$ cat config.mk
export PLATFORM = sky130hd
export DESIGN_NAME = rational_arith_unit_core
export DESIGN_NICKNAME = d
export VERILOG_FILES = /design/src/rtl/rau_pkg.sv /design/src/rtl/rau_divider.sv /design/src/rtl/rau_datapath.sv /design/src/rtl/rau_controller.sv /design/src/rtl/rational_arith_unit_core.sv
export SDC_FILE = /design/constraint.sdc
export NUM_CORES = 2
export LEC_CHECK = 0
export ABC_CLOCK_PERIOD_IN_PS = 7300
export BUFFER_PORTS_ARGS = -buffer_cell sky130_fd_sc_hd__buf_2
export CORE_UTILIZATION = 35
export CTS_BUF_LIST = sky130_fd_sc_hd__clkbuf_4 sky130_fd_sc_hd__clkbuf_8 sky130_fd_sc_hd__clkbuf_16
export DETAILED_ROUTE_END_ITERATION = 7
export MAX_ROUTING_LAYER = met4
export PLACE_DENSITY = 0.63
export SYNTH_ARGS = -nofsm -noshare
export SYNTH_HDL_FRONTEND = slang
export SYNTH_SLANG_ARGS = --single-unit
$ cat constraint.sdc
create_clock -name aclk -period 7.3 [get_ports aclk]
set_input_delay 0.73 -clock aclk [delete_from_list [all_inputs] [get_ports aclk]]
set_output_delay 0.73 -clock aclk [all_outputs]
set_load 0.01 [all_outputs]
$ cat src/rtl/rau_pkg.sv
`default_nettype none
package rau_pkg;
    localparam logic [1:0] CMD_ADD = 2'd0;
    localparam logic [1:0] CMD_SUB = 2'd1;
    localparam logic [1:0] CMD_MUL = 2'd2;
    localparam logic [1:0] CMD_DIV = 2'd3;
    localparam int RESULT_WIDTH = 33;

    typedef struct packed {
        logic load;
        logic start;
    } rau_cmd_t;

    typedef struct packed {
        logic prod_done;
        logic both_zero;
        logic div_done;
        logic rem_zero;
    } rau_status_t;
endpackage
`default_nettype wire

$ cat src/rtl/rau_divider.sv
`default_nettype none
module rau_divider #(
    parameter int WIDTH = 64
) (
    input  wire logic             aclk,
    input  wire logic             aresetn,
    input  wire logic             start,
    input  wire logic [WIDTH-1:0] dividend,
    input  wire logic [WIDTH-1:0] divisor,
    output logic                  done,
    output logic [WIDTH-1:0]      quotient,
    output logic [WIDTH-1:0]      remainder
);
    localparam int CW = $clog2(WIDTH + 1);

    logic [WIDTH-1:0] quo_reg, quo_next;
    logic [WIDTH-1:0] rem_reg, rem_next;
    logic [WIDTH-1:0] dvs_reg, dvs_next;
    logic [CW-1:0]    cnt_reg, cnt_next;
    logic             busy_reg, busy_next;
    logic             done_reg, done_next;
    logic [WIDTH:0]   trial;

    always_comb begin
        quo_next  = quo_reg;
        rem_next  = rem_reg;
        dvs_next  = dvs_reg;
        cnt_next  = cnt_reg;
        busy_next = busy_reg;
        done_next = 1'b0;
        trial     = {rem_reg, quo_reg[WIDTH-1]} - {1'b0, dvs_reg};
        if (start) begin
            quo_next  = dividend;
            rem_next  = '0;
            dvs_next  = divisor;
            cnt_next  = CW'(WIDTH);
            busy_next = 1'b1;
        end else if (busy_reg) begin
            if (!trial[WIDTH]) begin
                rem_next = trial[WIDTH-1:0];
                quo_next = {quo_reg[WIDTH-2:0], 1'b1};
            end else begin
                rem_next = {rem_reg[WIDTH-2:0], quo_reg[WIDTH-1]};
                quo_next = {quo_reg[WIDTH-2:0], 1'b0};
            end
            cnt_next = cnt_reg - 1'b1;
            if (cnt_reg == CW'(1)) begin
                busy_next = 1'b0;
                done_next = 1'b1;
            end
        end
    end

    always_ff @(posedge aclk) begin
        quo_reg <= quo_next;
        rem_reg <= rem_next;
        dvs_reg <= dvs_next;
        cnt_reg <= cnt_next;
        if (!aresetn) begin
            busy_reg <= 1'b0;
            done_reg <= 1'b0;
        end else begin
            busy_reg <= busy_next;
            done_reg <= done_next;
        end
    end

    assign done      = done_reg;
    assign quotient  = quo_reg;
    assign remainder = rem_reg;
endmodule
`default_nettype wire

$ cat src/rtl/rau_datapath.sv
`default_nettype none
module rau_datapath #(
    parameter int OPERAND_WIDTH = 16
) (
    input  wire logic                     aclk,
    input  wire logic                     aresetn,
    input  wire logic [1:0]               command,
    input  wire logic [OPERAND_WIDTH-1:0] left_num,
    input  wire logic [OPERAND_WIDTH-1:0] left_den,
    input  wire logic [OPERAND_WIDTH-1:0] right_num,
    input  wire logic [OPERAND_WIDTH-1:0] right_den,
    input  wire logic                     ld_in,
    input  wire logic                     prod_go,
    input  wire logic                     sum_go,
    input  wire logic                     div_go,
    input  wire logic                     div_ratio,
    input  wire logic                     den_sel,
    input  wire logic                     euclid_step,
    input  wire logic                     ratio_num,
    input  wire logic                     ratio_den,
    output logic                          both_zero,
    output logic                          div_done,
    output logic                          rem_zero,
    output logic [rau_pkg::RESULT_WIDTH-1:0] res_num,
    output logic [rau_pkg::RESULT_WIDTH-1:0] res_den
);
    localparam int MW = 2 * OPERAND_WIDTH;
    localparam int SW = MW + 1;
    localparam int RW = rau_pkg::RESULT_WIDTH;

    logic [1:0]            cmd_reg;
    logic [OPERAND_WIDTH:0] ln_reg, ld_reg, rn_reg, rd_reg;
    logic [OPERAND_WIDTH:0] ln_mag, ld_mag, rn_mag, rd_mag;
    logic [MW-1:0]         pa_reg, pb_reg, pd_reg;
    logic                  pa_neg_reg, pb_neg_reg, pd_neg_reg;
    logic [SW-1:0]         n_mag_reg, d_mag_reg, x_reg, y_reg;
    logic                  n_neg_reg, d_neg_reg, par_reg;
    logic [RW-1:0]         rn_reg_o, rd_reg_o;
    logic [SW-1:0]         div_a, div_b, quo, rem;
    logic [SW:0]           ssum;
    logic                  pb_neg_eff;
    logic                  g_neg;
    logic [SW-1:0]         qmag;
    logic [RW-1:0]         qfield;

    function automatic logic [OPERAND_WIDTH:0] mag_of(input logic [OPERAND_WIDTH-1:0] v);
        logic [OPERAND_WIDTH:0] e;
        e = {v[OPERAND_WIDTH-1], v};
        return e[OPERAND_WIDTH] ? -e : e;
    endfunction

    rau_divider #(.WIDTH(SW)) u_div (
        .aclk(aclk), .aresetn(aresetn), .start(div_go),
        .dividend(div_a), .divisor(div_b),
        .done(div_done), .quotient(quo), .remainder(rem)
    );

    assign ln_mag = mag_of(left_num);
    assign ld_mag = mag_of(left_den);
    assign rn_mag = mag_of(right_num);
    assign rd_mag = mag_of(right_den);

    assign div_a = div_ratio ? (den_sel ? d_mag_reg : n_mag_reg) : x_reg;
    assign div_b = div_ratio ? x_reg : y_reg;
    assign pb_neg_eff = pb_neg_reg ^ (cmd_reg == rau_pkg::CMD_SUB);
    assign g_neg = par_reg ? d_neg_reg : n_neg_reg;

    always_comb begin
        if (pa_neg_reg == pb_neg_eff) begin
            ssum = {2'b0, pa_reg} + {2'b0, pb_reg};
        end else if (pa_reg >= pb_reg) begin
            ssum = {2'b0, pa_reg} - {2'b0, pb_reg};
        end else begin
            ssum = {2'b0, pb_reg} - {2'b0, pa_reg};
        end
    end

    always_comb begin
        qmag = quo;
        if (ratio_num && (qmag != '0) && (n_neg_reg != g_neg)) begin
            qfield = -RW'(qmag);
        end else if (ratio_den && (qmag != '0) && (d_neg_reg != g_neg)) begin
            qfield = -RW'(qmag);
        end else begin
            qfield = RW'(qmag);
        end
    end

    always_ff @(posedge aclk) begin
        if (ld_in) begin
            cmd_reg <= command;
            ln_reg  <= {left_num[OPERAND_WIDTH-1], ln_mag[OPERAND_WIDTH-1:0]};
            ld_reg  <= {left_den[OPERAND_WIDTH-1], ld_mag[OPERAND_WIDTH-1:0]};
            rn_reg  <= {right_num[OPERAND_WIDTH-1], rn_mag[OPERAND_WIDTH-1:0]};
            rd_reg  <= {right_den[OPERAND_WIDTH-1], rd_mag[OPERAND_WIDTH-1:0]};
        end
        if (prod_go) begin
            pa_reg <= MW'(ln_reg[OPERAND_WIDTH-1:0])
                    * MW'(cmd_reg == rau_pkg::CMD_MUL
                        ? rn_reg[OPERAND_WIDTH-1:0] : rd_reg[OPERAND_WIDTH-1:0]);
            pa_neg_reg <= ln_reg[OPERAND_WIDTH] ^ (cmd_reg == rau_pkg::CMD_MUL
                          ? rn_reg[OPERAND_WIDTH] : rd_reg[OPERAND_WIDTH]);
            pb_reg <= MW'(ld_reg[OPERAND_WIDTH-1:0]) * MW'(rn_reg[OPERAND_WIDTH-1:0]);
            pb_neg_reg <= ld_reg[OPERAND_WIDTH] ^ rn_reg[OPERAND_WIDTH];
            pd_reg <= MW'(ld_reg[OPERAND_WIDTH-1:0]) * MW'(rd_reg[OPERAND_WIDTH-1:0]);
            pd_neg_reg <= ld_reg[OPERAND_WIDTH] ^ rd_reg[OPERAND_WIDTH];
        end
        if (sum_go) begin
            if (cmd_reg == rau_pkg::CMD_ADD || cmd_reg == rau_pkg::CMD_SUB) begin
                n_mag_reg <= ssum[SW-1:0];
                n_neg_reg <= (ssum != '0) && ((pa_neg_reg == pb_neg_eff || pa_reg >= pb_reg)
                             ? pa_neg_reg : pb_neg_eff);
            end else if (cmd_reg == rau_pkg::CMD_MUL) begin
                n_mag_reg <= SW'(pa_reg);
                n_neg_reg <= (pa_reg != '0) && pa_neg_reg;
            end else begin
                n_mag_reg <= SW'(pa_reg);
                n_neg_reg <= (pa_reg != '0) && pa_neg_reg;
            end
            if (cmd_reg == rau_pkg::CMD_DIV) begin
                d_mag_reg <= SW'(pb_reg);
                d_neg_reg <= (pb_reg != '0) && pb_neg_reg;
                y_reg     <= SW'(pb_reg);
            end else begin
                d_mag_reg <= SW'(pd_reg);
                d_neg_reg <= (pd_reg != '0) && pd_neg_reg;
                y_reg     <= SW'(pd_reg);
            end
            x_reg   <= (cmd_reg == rau_pkg::CMD_ADD || cmd_reg == rau_pkg::CMD_SUB)
                       ? ssum[SW-1:0] : SW'(pa_reg);
            par_reg <= 1'b0;
        end
        if (euclid_step) begin
            x_reg   <= y_reg;
            y_reg   <= rem;
            par_reg <= ~par_reg;
        end
        if (ratio_num) begin
            rn_reg_o <= qfield;
        end
        if (ratio_den) begin
            rd_reg_o <= qfield;
        end
    end

    assign both_zero = (n_mag_reg == '0) && (d_mag_reg == '0);
    assign rem_zero  = (y_reg == '0);
    assign res_num   = rn_reg_o;
    assign res_den   = rd_reg_o;
endmodule
`default_nettype wire

$ cat src/rtl/rau_controller.sv
`default_nettype none
module rau_controller (
    input  wire logic aclk,
    input  wire logic aresetn,
    input  wire logic in_fire,
    input  wire logic out_fire,
    input  wire logic both_zero,
    input  wire logic div_done,
    input  wire logic rem_zero,
    output logic      in_ready,
    output logic      out_valid,
    output logic      err,
    output logic      prod_go,
    output logic      sum_go,
    output logic      div_go,
    output logic      div_ratio,
    output logic      den_sel,
    output logic      euclid_step,
    output logic      ratio_num,
    output logic      ratio_den
);
    localparam logic [3:0] S_IDLE = 4'd0;
    localparam logic [3:0] S_PROD = 4'd1;
    localparam logic [3:0] S_SUM  = 4'd2;
    localparam logic [3:0] S_CHK  = 4'd3;
    localparam logic [3:0] S_EWT  = 4'd4;
    localparam logic [3:0] S_NGO  = 4'd5;
    localparam logic [3:0] S_NWT  = 4'd6;
    localparam logic [3:0] S_DGO  = 4'd7;
    localparam logic [3:0] S_DWT  = 4'd8;
    localparam logic [3:0] S_OUT  = 4'd9;

    logic [3:0] state_reg, state_next;
    logic       err_reg, err_next;

    always_comb begin
        state_next  = state_reg;
        err_next    = err_reg;
        prod_go     = 1'b0;
        sum_go      = 1'b0;
        div_go      = 1'b0;
        div_ratio   = 1'b0;
        den_sel     = 1'b0;
        euclid_step = 1'b0;
        ratio_num   = 1'b0;
        ratio_den   = 1'b0;
        unique case (state_reg)
            S_IDLE: begin
                if (in_fire) begin
                    state_next = S_PROD;
                end
            end
            S_PROD: begin
                prod_go    = 1'b1;
                state_next = S_SUM;
            end
            S_SUM: begin
                sum_go     = 1'b1;
                state_next = S_CHK;
            end
            S_CHK: begin
                if (both_zero) begin
                    err_next   = 1'b1;
                    state_next = S_OUT;
                end else if (rem_zero) begin
                    err_next   = 1'b0;
                    state_next = S_NGO;
                end else begin
                    err_next   = 1'b0;
                    div_go     = 1'b1;
                    state_next = S_EWT;
                end
            end
            S_EWT: begin
                if (div_done) begin
                    euclid_step = 1'b1;
                    state_next  = S_CHK;
                end
            end
            S_NGO: begin
                div_ratio  = 1'b1;
                div_go     = 1'b1;
                state_next = S_NWT;
            end
            S_NWT: begin
                div_ratio = 1'b1;
                if (div_done) begin
                    ratio_num  = 1'b1;
                    state_next = S_DGO;
                end
            end
            S_DGO: begin
                div_ratio  = 1'b1;
                den_sel    = 1'b1;
                div_go     = 1'b1;
                state_next = S_DWT;
            end
            S_DWT: begin
                div_ratio = 1'b1;
                den_sel   = 1'b1;
                if (div_done) begin
                    ratio_den  = 1'b1;
                    state_next = S_OUT;
                end
            end
            S_OUT: begin
                if (out_fire) begin
                    state_next = S_IDLE;
                end
            end
            default: state_next = S_IDLE;
        endcase
    end

    always_ff @(posedge aclk) begin
        if (!aresetn) begin
            state_reg <= S_IDLE;
            err_reg   <= 1'b0;
        end else begin
            state_reg <= state_next;
            err_reg   <= err_next;
        end
    end

    assign in_ready  = (state_reg == S_IDLE);
    assign out_valid = (state_reg == S_OUT);
    assign err       = err_reg;
endmodule
`default_nettype wire

$ cat src/rtl/rational_arith_unit_core.sv
`default_nettype none
// Rational arithmetic unit: adds, subtracts, multiplies or divides two signed
// fractions and reduces the result by Euclid's algorithm with truncating
// remainder, so the denominator may come out negative. One word is handled
// at a time; every remainder step and both final divisions run through one
// shared bit-serial divider of 2 * OPERAND_WIDTH + 1 bits. When both raw
// parts are zero the pair (0, 0) is returned with m_zero_zero_error set.
module rational_arith_unit_core #(
    parameter int OPERAND_WIDTH = 16
) (
    input  wire logic                     aclk,
    input  wire logic                     aresetn,
    input  wire logic                     s_valid,
    output logic                          s_ready,
    input  wire logic [1:0]               s_command,
    input  wire logic signed [OPERAND_WIDTH-1:0] s_left_num,
    input  wire logic signed [OPERAND_WIDTH-1:0] s_left_den,
    input  wire logic signed [OPERAND_WIDTH-1:0] s_right_num,
    input  wire logic signed [OPERAND_WIDTH-1:0] s_right_den,
    output logic                          m_valid,
    input  wire logic                     m_ready,
    output logic signed [32:0]            m_result_num,
    output logic signed [32:0]            m_result_den,
    output logic                          m_zero_zero_error
);
    logic in_fire, out_fire, both_zero, div_done, rem_zero, err;
    logic prod_go, sum_go, div_go, div_ratio, den_sel, euclid_step, ratio_num, ratio_den;
    logic [32:0] res_num, res_den;

    assign in_fire  = s_valid && s_ready;
    assign out_fire = m_valid && m_ready;

    rau_controller u_ctrl (
        .aclk(aclk), .aresetn(aresetn), .in_fire(in_fire), .out_fire(out_fire),
        .both_zero(both_zero), .div_done(div_done), .rem_zero(rem_zero),
        .in_ready(s_ready), .out_valid(m_valid), .err(err),
        .prod_go(prod_go), .sum_go(sum_go), .div_go(div_go), .div_ratio(div_ratio),
        .den_sel(den_sel),
        .euclid_step(euclid_step), .ratio_num(ratio_num), .ratio_den(ratio_den)
    );

    rau_datapath #(.OPERAND_WIDTH(OPERAND_WIDTH)) u_dp (
        .aclk(aclk), .aresetn(aresetn), .command(s_command),
        .left_num(s_left_num), .left_den(s_left_den),
        .right_num(s_right_num), .right_den(s_right_den),
        .ld_in(in_fire), .prod_go(prod_go), .sum_go(sum_go), .div_go(div_go),
        .div_ratio(div_ratio), .den_sel(den_sel), .euclid_step(euclid_step),
        .ratio_num(ratio_num), .ratio_den(ratio_den),
        .both_zero(both_zero), .div_done(div_done), .rem_zero(rem_zero),
        .res_num(res_num), .res_den(res_den)
    );

    assign m_result_num      = err ? '0 : res_num;
    assign m_result_den      = err ? '0 : res_den;
    assign m_zero_zero_error = err;

    a_no_overlap: assert property (@(posedge aclk) disable iff (!aresetn)
        !(s_ready && m_valid)) else $error("input and output open together");
    a_start_idle: assert property (@(posedge aclk) disable iff (!aresetn)
        in_fire |=> !s_ready) else $error("accepted a second word while busy");
    a_out_hold: assert property (@(posedge aclk) disable iff (!aresetn)
        m_valid && !m_ready |=> m_valid && $stable(m_result_num))
        else $error("result changed while stalled");
endmodule
`default_nettype wire
==> flow_metrics.py <==
metrics = {
    "outcome": {
        "status": "finished, final reports clean",
    },
    "timing": {
        "hold_slack_ns": 0.2966,
        "finalCritPeriodShare": 0.9524,
        "maxSlewHeadroom": 0.2729,
        "worstMarginPinSlew_ns": 1.063,
        "max_freq_mhz": 143.8,
        "skew_ns": 0.03814,
        "hold_violations": 0,
        "finalSetupViolCount": 0,
        "period_needed_ns": 6.952,
        "drv_slew": 0,
        "tns_ns": 0,
        "rsz0062_at_grt": "false",
    },
    "route": {
        "wire_per_inst_um": 20.47,
        "wl_mm": 161.4,
        "ant_nets": 0,
        "first_pass_iters": 8,
        "vias": 41450,
        "drcViolationCount": 0,
        "drt_iter0_markers": 3501,
        "vias_per_cell": 5.258,
    },
    "logic_synthesis": {
        "async_flop_share": 0,
        "synth_cell_types": 89,
        "yosysSeqAreaShare": 0.2625,
        "ys_warn_count": 0,
        "synthFlopType": "edfxtp_1",
        "synth_area_um2": 53270,
        "postSynthRegisterBits": 481,
        "synth-edff-count": 435,
        "yosys.area.top_type": "edfxtp_1",
        "syn_inst": 5737,
        "syn_nets": 6842,
        "synth_top_area_share": 0.2452,
        "synth_area_leaders": "edfxtp_1 (25%), fa_1 (22%), ha_1 (11%)",
        "synth.avg_cell_area_um2": 9.286,
    },
    "setup_path": {
        "worst-setup-path-type": "register to register",
        "crit_start": "u_dp.ld_reg[9]",
        "critPathCapture": "u_dp.pb_reg[30]",
        "crit_arrival_ns": 7.37,
        "r2r_end": "u_dp.pb_reg[30]",
        "r2r_cells": 25,
        "crit_required_ns": 7.71,
        "cp-end-kind": "register",
        "start_kind": "register",
        "crit_path_max_fanout": 12,
        "reg2reg_setup_slack_ns": 0.35,
        "cp_slowest_cell": "edfxtp_1",
        "worst_path_largest_cell_delay_ns": 0.70,
        "r2r-start": "u_dp.ld_reg[9]",
    },
    "cts": {
        "clk_latency_ns": 0.68,
        "cts_hold_buffers": 0,
        "clk_pin_slew_worst_paths_ns": 0.06,
        "cts_buffer_depth": 3,
        "cts_root_buf": "clkbuf_16",
        "tritoncts": "yes",
        "cts_made_buffers": 56,
        "cts-htree-levels": 2,
        "cts_sinks": 481,
    },
    "global_route": {
        "grt_use_met3": 0.02344,
        "grt_max_degree": 75,
        "grtUsageTotal": 0.2169,
        "grt_antenna_before_repair": 3,
        "grt_pass1_wl_mm": 250.0,
        "use_met2": 0.3367,
        "first_global_vias": 42010,
        "grt-ovfl-total": 0,
        "gr-usage-met1": 0.2951,
        "busiest_layer": "met2",
    },
    "flow_run": {
        "maxCapViolations": 0,
    },
    "placed_design": {
        "io_buffers": 138,
        "gp_congestion": 0.9988,
        "dp_cells": 7775,
        "dp_hpwl_mm": 128.0,
    },
    "die": {
        "core_area_um2": 150500,
        "dieArea_um2": 153800,
        "fp.dieH_um": 392.1,
        "io_pins": 139,
        "start_util": 0.3540,
        "die_w_um": 392.1,
        "row_count": 142,
    },
    "final_layout": {
        "final_layout_size_suffix_gt1_frac": 0.08339,
        "fill_cells": 15000,
        "area_growth_pct": 10.20,
        "fin_cells": 7883,
        "fin_nets": 6923,
    },
    "hold_path": {
        "min_path_type": "input port to register",
        "hp-start": "s_left_den[0]",
    },
}
## cell usage after synthesis, types with 40 or more instances
master    count
nand2_1     688
inv_1       857
a21o_1       64
xnor2_1     175
xor2_1       51
and2_1      370
or3_1        40
nand3_1      50
ha_1        449
nor2b_1      89
mux2_2       59
o31ai_1      46
nor2_1      367
nor3_1       66
nand2b_1     44
fa_1        586
clkbuf_1    234
nor4_1       76
a21oi_1     271
dfxtp_1      46
o21ai_0     231
edfxtp_1    435
## worst max-delay path, delay by kind of cell, from the launching register on
family / cells / cell delay, ns
adder cells (fa/ha/maj): 7 / 3.20
AO/OA/AOI/OAI: 11 / 1.97
flip-flops: 1 / 0.70
buffers and inverters: 5 / 0.66
XOR/XNOR: 1 / 0.08
AND/OR/NAND/NOR: 1 / 0.07
## layout make-up
type                            count  area, µm²  area share
Multi-Input combinational cell   4138      35160      0.5989
Antenna cell                        3      7.507   0.0001279
Sequential cell                   481      13990      0.2382
Timing Repair Buffer              280       1832     0.03120
Inverter                          861       3232     0.05505
Clock inverter                     34      429.2    0.007310
Clock buffer                       70       1538     0.02619
Tap cell                         2016       2522     0.04297
## what timing repair did
action,CTS,global route
buffers inserted,0,1
endpoints found under the setup margin,0,4
resized for setup,0,5
## routing by layer
layer	vias to the layer above	wire length [µm]	share of wire
li1	19020	-	-
met1	20670	72160	0.45
met2	1470	73440	0.45
met3	287	9940	0.062
met4	0	5861	0.036
met5	-	0	0
## metrics by stage
step	cell area [µm²]	util	setup slack, ns
after floorplan	53290	-	0.03086
after global placement	56700	0.3768	0.4214
after detailed placement	56700	0.3768	0.2614
after CTS	58660	0.3898	0.2523
after global routing	58710	0.3901	0.01837
final	58710	0.3901	0.3478
## cell usage in the layout (no fill, tap or decap), types with 38 or more instances in the layout
master     count
clkbuf_16     56
mux2_2        58
nand3_1       49
nand2_1      687
xor2_1        50
nor2b_1       89
inv_1        857
dfxtp_1       44
nand2b_1      43
buf_4        136
and2_1       369
ha_1         449
edfxtp_1     435
a21oi_1      271
or3_1         40
o31ai_1       46
a21o_1        63
buf_2        138
fa_1         586
nor3_1        62
o21ai_0      229
xnor2_1      173
mux2i_1       38
nor4_1        75
nor2_1       365
## how the worst min path moves through the flow
| stage | to | cells past startpoint |
|---|---|---|
| 4_1_cts | u_dp.cmd_reg[0] | 1 |
| 2_1_floorplan | u_dp.u_div.cnt_reg[5] | 2 |
| 5_1_grt | u_dp.ld_reg[0] | 1 |
| 3_3_place_gp | u_dp.u_div.cnt_reg[5] | 2 |
| 6_report | u_dp.ld_reg[0] | 1 |
| 3_5_place_dp | u_dp.u_div.cnt_reg[5] | 2 |
## cells by family after synthesis
| logic type | Yosys count | share of synthesized area |
|---|---|---|
| xor+xnor | 226 | 0.03716 |
| compound gates | 878 | 0.1016 |
| fa+ha+maj | 1035 | 0.3257 |
| simple gates | 1901 | 0.1737 |
| mux | 98 | 0.01982 |
| buf+inv | 1118 | 0.07964 |
| flops | 481 | 0.2625 |
Power is left out: the tool's default activity adds up to more than one toggle a clock period on the data nets, which glitch-free logic cannot reach.
